[src/script_line_tokenizer_top_macros.svh]
`ifndef SCRIPT_LINE_TOKENIZER_TOP_MACROS_SVH
`define SCRIPT_LINE_TOKENIZER_TOP_MACROS_SVH

// Same-cycle implication, checked outside reset.
`define SLT_ASSERT_IMP(label, ante, cons, msg) \
  label: assert property (@(posedge clk_i) disable iff (!rst_ni) (ante) |-> (cons)) \
    else $error(msg);

// Next-cycle implication, checked outside reset.
`define SLT_ASSERT_NXT(label, ante, cons, msg) \
  label: assert property (@(posedge clk_i) disable iff (!rst_ni) (ante) |=> (cons)) \
    else $error(msg);

`endif

[src/slt_pkg.sv]
package slt_pkg;

  localparam int unsigned QueueDepth = 4;
  localparam int unsigned PtrW       = $clog2(QueueDepth);
  localparam int unsigned CountW     = $clog2(QueueDepth + 1);

  localparam logic [7:0] ChSemi   = 8'h3B;
  localparam logic [7:0] ChQuote  = 8'h22;
  localparam logic [7:0] ChHyphen = 8'h2D;
  localparam logic [7:0] ChUnder  = 8'h5F;

  typedef enum logic [1:0] {
    ST_READY   = 2'd0,
    ST_WORD    = 2'd1,
    ST_STRING  = 2'd2,
    ST_COMMENT = 2'd3
  } scan_state_e;

  typedef enum logic [1:0] {
    EV_CHAR     = 2'd0,
    EV_DONE     = 2'd1,
    EV_ABANDON  = 2'd2,
    EV_LINE_END = 2'd3
  } event_e;

  typedef enum logic [1:0] {
    KIND_NUMBER = 2'd0,
    KIND_IDENT  = 2'd1,
    KIND_STRING = 2'd2
  } token_kind_e;

  typedef struct packed {
    logic [1:0] event_res;
    logic [7:0] out_char;
    logic [1:0] token_kind;
    logic       last_of_run;
  } result_t;

  function automatic logic is_digit(logic [7:0] c);
    return (c >= 8'h30) && (c <= 8'h39);
  endfunction

  function automatic logic is_letter(logic [7:0] c);
    return ((c >= 8'h41) && (c <= 8'h5A)) || ((c >= 8'h61) && (c <= 8'h7A));
  endfunction

  function automatic logic is_alnum(logic [7:0] c);
    return is_digit(c) || is_letter(c);
  endfunction

  function automatic result_t mk_res(logic [1:0] ev, logic [7:0] ch, logic [1:0] kind);
    result_t r;
    r.event_res   = ev;
    r.out_char    = ch;
    r.token_kind  = kind;
    r.last_of_run = 1'b0;
    return r;
  endfunction

endpackage

[src/script_line_tokenizer_top.sv]
// Script line tokenizer.
// Input channel (in_valid_i / in_stall_o): one word per item, either a script
// character (mode_i = 0, char_code_i) or an end-of-line event (mode_i = 1).
// Output channel (out_valid_o / out_stall_i): one result word per transfer:
// token character, token complete with its kind, string abandoned, or line
// end; last_of_run_o flags the final result of an input item.
// An item is scanned in the cycle it is accepted and its zero, one or two
// results are written into a 4-entry result queue; the output is driven
// from the head of that registered queue. The scanner takes one item every
// cycle as long as the queue has room for two results, so a stream of
// items with at most one result each runs at one item per cycle; items
// with two results drain one word per transfer; the queue sets that pace.
// When the receiver stalls, the queue holds its head word steady and
// in_stall_o rises once fewer than two entries are free.
// Reset empties the queue and returns the scanner to ready, outside any
// word or string.
`include "script_line_tokenizer_top_macros.svh"

module script_line_tokenizer_top (
  input  logic       clk_i,
  input  logic       rst_ni,
  input  logic       in_valid_i,
  output logic       in_stall_o,
  input  logic       mode_i,
  input  logic [7:0] char_code_i,
  output logic       out_valid_o,
  input  logic       out_stall_i,
  output logic [1:0] event_res_o,
  output logic [7:0] out_char_o,
  output logic [1:0] token_kind_o,
  output logic       last_of_run_o
);

  slt_pkg::scan_state_e st_q, st_d;
  logic quote_q, quote_d;
  logic hyph_q, hyph_d;
  logic ident_q, ident_d;
  logic empty_q, empty_d;

  slt_pkg::result_t res [2];
  logic [1:0] n;
  logic       ready_go;
  logic [1:0] kind_word;

  logic in_acc, pop;
  logic [1:0] push_n;

  slt_pkg::result_t mem_q [slt_pkg::QueueDepth];
  logic [slt_pkg::PtrW-1:0]   wr_ptr_q, rd_ptr_q;
  logic [slt_pkg::CountW-1:0] count_q;

  assign kind_word = ident_q ? slt_pkg::KIND_IDENT : slt_pkg::KIND_NUMBER;

  always_comb begin
    st_d     = st_q;
    quote_d  = quote_q;
    hyph_d   = hyph_q;
    ident_d  = ident_q;
    empty_d  = empty_q;
    res[0]   = '0;
    res[1]   = '0;
    n        = 2'd0;
    ready_go = 1'b0;
    if (mode_i) begin
      if (st_q == slt_pkg::ST_WORD) begin
        res[0] = slt_pkg::mk_res(slt_pkg::EV_DONE, 8'h00, kind_word);
        n = 2'd1;
      end else if (st_q == slt_pkg::ST_STRING) begin
        if (quote_q) begin
          res[0] = slt_pkg::mk_res(slt_pkg::EV_DONE, 8'h00, slt_pkg::KIND_STRING);
        end else begin
          res[0] = slt_pkg::mk_res(slt_pkg::EV_ABANDON, 8'h00, slt_pkg::KIND_NUMBER);
        end
        n = 2'd1;
      end
      res[n[0]] = slt_pkg::mk_res(slt_pkg::EV_LINE_END, 8'h00, slt_pkg::KIND_NUMBER);
      n = n + 2'd1;
      st_d    = slt_pkg::ST_READY;
      quote_d = 1'b0;
      hyph_d  = 1'b0;
      ident_d = 1'b0;
      empty_d = 1'b1;
    end else begin
      case (st_q)
        slt_pkg::ST_READY: begin
          ready_go = 1'b1;
        end
        slt_pkg::ST_WORD: begin
          if (hyph_q) begin
            hyph_d = 1'b0;
            if (slt_pkg::is_alnum(char_code_i) || char_code_i == slt_pkg::ChUnder) begin
              ident_d = 1'b1;
              res[0] = slt_pkg::mk_res(slt_pkg::EV_CHAR, slt_pkg::ChHyphen,
                                       slt_pkg::KIND_NUMBER);
              res[1] = slt_pkg::mk_res(slt_pkg::EV_CHAR, char_code_i, slt_pkg::KIND_NUMBER);
              n = 2'd2;
            end else begin
              // held hyphen dropped, word closes, char rescanned as ready
              res[0]   = slt_pkg::mk_res(slt_pkg::EV_DONE, 8'h00, kind_word);
              n        = 2'd1;
              st_d     = slt_pkg::ST_READY;
              ready_go = 1'b1;
            end
          end else if (slt_pkg::is_digit(char_code_i)) begin
            res[0] = slt_pkg::mk_res(slt_pkg::EV_CHAR, char_code_i, slt_pkg::KIND_NUMBER);
            n = 2'd1;
          end else if (slt_pkg::is_letter(char_code_i) || char_code_i == slt_pkg::ChUnder) begin
            ident_d = 1'b1;
            res[0] = slt_pkg::mk_res(slt_pkg::EV_CHAR, char_code_i, slt_pkg::KIND_NUMBER);
            n = 2'd1;
          end else if (char_code_i == slt_pkg::ChHyphen) begin
            hyph_d = 1'b1;
          end else begin
            res[0]   = slt_pkg::mk_res(slt_pkg::EV_DONE, 8'h00, kind_word);
            n        = 2'd1;
            st_d     = slt_pkg::ST_READY;
            ready_go = 1'b1;
          end
        end
        slt_pkg::ST_STRING: begin
          if (!quote_q) begin
            if (char_code_i == slt_pkg::ChQuote) begin
              quote_d = 1'b1;
            end else begin
              empty_d = 1'b0;
              res[0] = slt_pkg::mk_res(slt_pkg::EV_CHAR, char_code_i, slt_pkg::KIND_NUMBER);
              n = 2'd1;
            end
          end else if (char_code_i == slt_pkg::ChQuote ||
                       (empty_q && slt_pkg::is_alnum(char_code_i))) begin
            // doubled quote, or stray quote at the head of the string
            quote_d = 1'b0;
            empty_d = 1'b0;
            res[0] = slt_pkg::mk_res(slt_pkg::EV_CHAR, char_code_i, slt_pkg::KIND_NUMBER);
            n = 2'd1;
          end else begin
            res[0]   = slt_pkg::mk_res(slt_pkg::EV_DONE, 8'h00, slt_pkg::KIND_STRING);
            n        = 2'd1;
            quote_d  = 1'b0;
            empty_d  = 1'b1;
            st_d     = slt_pkg::ST_READY;
            ready_go = 1'b1;
          end
        end
        default: begin
          // comment: rest of line ignored
        end
      endcase
    end

    if (ready_go) begin
      if (char_code_i == slt_pkg::ChSemi) begin
        st_d = slt_pkg::ST_COMMENT;
      end else if (char_code_i == slt_pkg::ChQuote) begin
        st_d    = slt_pkg::ST_STRING;
        quote_d = 1'b0;
        empty_d = 1'b1;
      end else if (slt_pkg::is_alnum(char_code_i)) begin
        st_d    = slt_pkg::ST_WORD;
        hyph_d  = 1'b0;
        ident_d = slt_pkg::is_letter(char_code_i);
        res[n[0]] = slt_pkg::mk_res(slt_pkg::EV_CHAR, char_code_i, slt_pkg::KIND_NUMBER);
        n = n + 2'd1;
      end
    end

    if (n == 2'd2) begin
      res[1].last_of_run = 1'b1;
    end else if (n == 2'd1) begin
      res[0].last_of_run = 1'b1;
    end
  end

  assign in_acc = in_valid_i && !in_stall_o;
  assign pop    = out_valid_o && !out_stall_i;
  assign push_n = in_acc ? n : 2'd0;

  always_ff @(posedge clk_i or negedge rst_ni) begin
    if (!rst_ni) begin
      st_q    <= slt_pkg::ST_READY;
      quote_q <= 1'b0;
      hyph_q  <= 1'b0;
      ident_q <= 1'b0;
      empty_q <= 1'b1;
    end else if (in_acc) begin
      st_q    <= st_d;
      quote_q <= quote_d;
      hyph_q  <= hyph_d;
      ident_q <= ident_d;
      empty_q <= empty_d;
    end
  end

  always_ff @(posedge clk_i or negedge rst_ni) begin
    if (!rst_ni) begin
      wr_ptr_q <= '0;
      rd_ptr_q <= '0;
      count_q  <= '0;
    end else begin
      wr_ptr_q <= wr_ptr_q + slt_pkg::PtrW'(push_n);
      rd_ptr_q <= rd_ptr_q + slt_pkg::PtrW'(pop);
      count_q  <= count_q + slt_pkg::CountW'(push_n) - slt_pkg::CountW'(pop);
    end
  end

  always_ff @(posedge clk_i) begin
    if (push_n != 2'd0) begin
      mem_q[wr_ptr_q] <= res[0];
    end
    if (push_n == 2'd2) begin
      mem_q[wr_ptr_q + slt_pkg::PtrW'(1)] <= res[1];
    end
  end

  // room for a full two-word run is required before taking an item
  assign in_stall_o    = count_q > slt_pkg::CountW'(slt_pkg::QueueDepth - 2);
  assign out_valid_o   = count_q != '0;
  assign event_res_o   = mem_q[rd_ptr_q].event_res;
  assign out_char_o    = mem_q[rd_ptr_q].out_char;
  assign token_kind_o  = mem_q[rd_ptr_q].token_kind;
  assign last_of_run_o = mem_q[rd_ptr_q].last_of_run;

  `SLT_ASSERT_IMP(a_queue_bound, 1'b1, count_q <= slt_pkg::CountW'(slt_pkg::QueueDepth),
    "result queue overflow")
  `SLT_ASSERT_NXT(a_line_end_clears, in_acc && mode_i,
    st_q == slt_pkg::ST_READY && !quote_q && !hyph_q && !ident_q && empty_q,
    "scanner state not cleared after line end")
  `SLT_ASSERT_IMP(a_line_end_last, out_valid_o && event_res_o == slt_pkg::EV_LINE_END,
    last_of_run_o, "line end word not marked last")
  `SLT_ASSERT_IMP(a_comment_silent, in_acc && !mode_i && st_q == slt_pkg::ST_COMMENT,
    push_n == 2'd0, "result produced inside comment")

endmodule
[config.mk]
export PLATFORM = sky130hd
export DESIGN_NAME = script_line_tokenizer_top
export DESIGN_NICKNAME = d
export VERILOG_FILES = /design/src/slt_pkg.sv /design/src/script_line_tokenizer_top.sv
export VERILOG_INCLUDE_DIRS = /design/src /design/src/src
export SDC_FILE = /design/constraint.sdc
export NUM_CORES = 1
export LEC_CHECK = 0
export BUFFER_PORTS_ARGS = -buffer_cell sky130_fd_sc_hd__buf_2
export CORE_ASPECT_RATIO = 1.75
export CORE_UTILIZATION = 30
export DETAILED_ROUTE_END_ITERATION = 10
export GPL_ROUTABILITY_DRIVEN = 0
export RECOVER_POWER = 100
export SLEW_MARGIN = 5
export SYNTH_ARGS = -nofsm -noshare
export SYNTH_HDL_FRONTEND = slang
export SYNTH_SLANG_ARGS = --single-unit
[constraint.sdc]
create_clock -name clk_i -period 6.28 [get_ports clk_i]
set_clock_uncertainty 0.1 [all_clocks]
set_input_delay 0.628 -clock clk_i [delete_from_list [all_inputs] [get_ports clk_i]]
set_output_delay 0.628 -clock clk_i [all_outputs]
set_load 0.01 [all_outputs]
==> metrics.md <==
| Metric | Value |
|---|---|
| Post-synth ARST share | `approximately 20%` |
| Overall routed net length | `9664 um` |
| Remaining DRCs | `0` |
| Post-CTS sizing | `0` |
| Overall Global Routing Usage | `15.30%` |
| Yosys Warn Count | `0` |
| Gr busiest metal | `met2` |
| DR iter-0 viols | `187` |
| ANT cells | `0` |
| P&R area growth vs syn | `13.95%` |
| Post-CTS Hold Buffers | `0` |
| Required time of the critical path | `6.12 ns` |
| Port Buffers | `27` |
| Syn_nets | `about 350` |
| Tcrit/Tclk final | `around four fifths` |
| # fillers | `1297` |
| Die area | `13610 um2` |
| Area share of the leading cell type in the synthesized netlist | `39.66%` |
| Tightest Pin Transition | `1.263 ns` |
| # rows | `55` |
| Total negative slack | `0 ns` |
| Gr ovfl total | `0` |
| Final setup violation count | `0` |
| Level count of the clock H-tree | `3` |
| Root Driver | `clkbuf_16` |
| # Post-CTS Setup Buffers | `0` |
| DR vias/cell | `5.392` |
| Wire per inst | `18.48 um` |
| Max Slew Vio Count | `0` |
| Worst slew margin | `15.43%` |
| Clk sinks | `65` |
| Peak Freq | `0.2022 GHz` |
| Run status | `complete, no violations` |
| Core area | `12870 um2` |
| Nets | `370` |
| Seq/Total Area, Yosys | `47.95%` |
| Crit path max fanout | `13` |
| HPWL after DPL | `7492 um` |
| Final antenna-violating net count | `0` |
| Vias | `around 2.8k` |
| Worst skew pair latency | `0.33 ns` |
| Flops & latches, synth | `65` |
| Starting Density | `roughly 30%` |
| Top cells by area in the synthesized netlist | `edfxtp_1 (40%), mux2i_1 (8.1%), dfrtp_1 (7.6%)` |
| Post-Syn Area | `3938 um2` |
| Clock buffer depth | `2` |
| Largest net degree at the start of global routing | `18` |
| Startpoint Class | `input port` |
| Max cap viols | `0` |
| GR Util met3 | `2.791%` |
| Hold WC Path Type | `input port to async pin` |
| RSZ-0062 raised after global routing | `false` |
| DP Cell Count | `507` |
| Number of synthesized flops with an enable pin | `52` |
| First-pass GRT wire length | `15430 um` |
| Final Critical Period | `4.946 ns` |
| TritonRoute pass-1 iters | `4` |
| Met1 Usage GRT | `14.82%` |
| GR Util met2 | `between 20% and 30%` |
| Endpoints failing hold | `0` |
| P_leak | `around 1.5 nW` |
| Initial antenna violation count | `0` |
| CTS tree | `done` |
| Fin Hold WS | `0.2429 ns` |
| WS Path Type | `input port to flop` |
| Crit path capture type | `flop` |
| Pwr/cell area | `approximately 370 nW/um2` |
| Synth Area per Inst | `12.19 um2` |
| Worst VDD drop | `0.0001783 V` |
| Chip height | `approximately 150 um` |
| Data arrival time of the critical path | `roughly 4.8 ns` |
| Synth unique cells | `73` |
| Fraction of layout instances using a drive strength above 1 | `between 10% and 20%` |
| TritonCTS Buffers | `9` |
| Synth Flop Type | `edfxtp_1` |
| Non-Filler Instances | `523` |
| Mapped Cells | `323` |
| Cell taking the most area after synthesis | `edfxtp_1` |
| Clock slew at reported path FFs | `0.06 ns` |
| Die span in x | `88.60 um` |
| I/O pin cnt | `28` |
| Vias in the first global route | `~3.0k` |
==> power breakdown <==
group          internal [mW]  switching, mW  leakage, nW
Clock                  0.359          0.186        0.159
Sequential             0.547         0.0841        0.642
Combinational          0.224          0.282        0.736
==> critical path, stage by stage <==
cell       delay [ns]
clkbuf_1         0.24
or4_1            0.69
o221ai_1         0.67
and3_1           0.36
o21a_1           0.29
nand3_1          0.28
a2111oi_4        0.97
o21bai_1         0.65
==> cells by family after synthesis <==
group | after synthesis | synth area share [%]
buffers and inverters | 33 | 3.750
AND/OR/NAND/NOR | 84 | 11.76
adder cells (fa/ha/maj) | 10 | 3.368
multiplexers | 45 | 15.57
AO/OA/AOI/OAI | 81 | 16.49
XOR/XNOR | 5 | 1.112
flip-flops | 65 | 47.95
==> metal layers <==
metal	share of wire (%)	vias to the layer above
met5	0	-
met4	4.9	0
met2	58	93
met3	3.9	37
li1	-	1313
met1	33	1377
==> flip-flops by register name (all words and copies together), names as in the netlist <==
register / count
quote_q: 1
empty_q: 1
count_q: 3
rd_ptr_q: 2
mem_q: 52
st_q: 2
hyph_q: 1
ident_q: 1
wr_ptr_q: 2
==> worst paths after layout <==
kind	start	to	slack [ns]	cells past startpoint
max	char_code_i[4]	mem_q[2][10]	1.33	8
min	rst_ni	rd_ptr_q[1]	0.24	1
max reg2reg	st_q[1]	mem_q[2][10]	2.08	8
min reg2reg	count_q[2]	count_q[2]	0.41	1
max in group asynchronous	rst_ni	wr_ptr_q[1]	5.35	1
min in group clk_i	count_q[2]	count_q[2]	0.41	1
==> per-stage QoR <==
stage	total power, mW	utilization [%]	instance area (um2)	worst slack (ns)
final	1.682	34.87	4487	1.334
after global routing	1.770	34.87	4487	0.9646
after CTS	1.717	35.44	4561	2.117
after detailed placement	1.173	32.88	4232	1.778
after global placement	1.156	32.88	4232	1.871
after floorplan	1.004	-	3938	2.206
==> placed cells by master (no fill, tap or decap), types with 3 or more instances in the layout <==
cell type | netlist | final
a211oi_1 | 4 | 4
a21o_1 | 3 | 3
a21oi_1 | 16 | 16
a221oi_1 | 3 | 3
a31oi_1 | 3 | 3
and2_0 | 0 | 5
buf_2 | 4 | 10
clkbuf_1 | 8 | 20
clkbuf_16 | 0 | 9
dfrtp_1 | 12 | 12
edfxtp_1 | 52 | 52
ha_1 | 9 | 9
inv_1 | 16 | 16
mux2i_1 | 32 | 32
mux4_2 | 13 | 13
nand2_1 | 26 | 26
nand3_1 | 5 | 6
nand4_1 | 4 | 4
nor2_1 | 16 | 16
nor2b_1 | 4 | 4
o21a_1 | 5 | 6
o21ai_0 | 11 | 11
o22ai_1 | 4 | 4
xnor2_1 | 3 | 3
==> cell usage after synthesis, types with 5 or more instances <==
| cell type | number |
|---|---|
| mux4_2 | 13 |
| mux2i_1 | 32 |
| o21a_1 | 5 |
| edfxtp_1 | 52 |
| a21oi_1 | 16 |
| nor2_1 | 16 |
| ha_1 | 9 |
| and2_1 | 7 |
| clkbuf_1 | 8 |
| dfrtp_1 | 12 |
| o21ai_0 | 11 |
| nand2_1 | 26 |
| inv_1 | 16 |
| nand3_1 | 5 |
==> layout make-up <==
class / count / area (um2) / area share (%)
clock buffer: 10 / 239.0 / 5.326
inverter: 16 / 60.06 / 1.339
multi-input combinational: 225 / 1871 / 41.69
timing repair buffer: 30 / 125.1 / 2.789
sequential: 65 / 1888 / 42.08
tap: 171 / 214.0 / 4.769
clock inverter: 6 / 90.09 / 2.008
No activity file was read; power rests on OpenSTA's default activity.
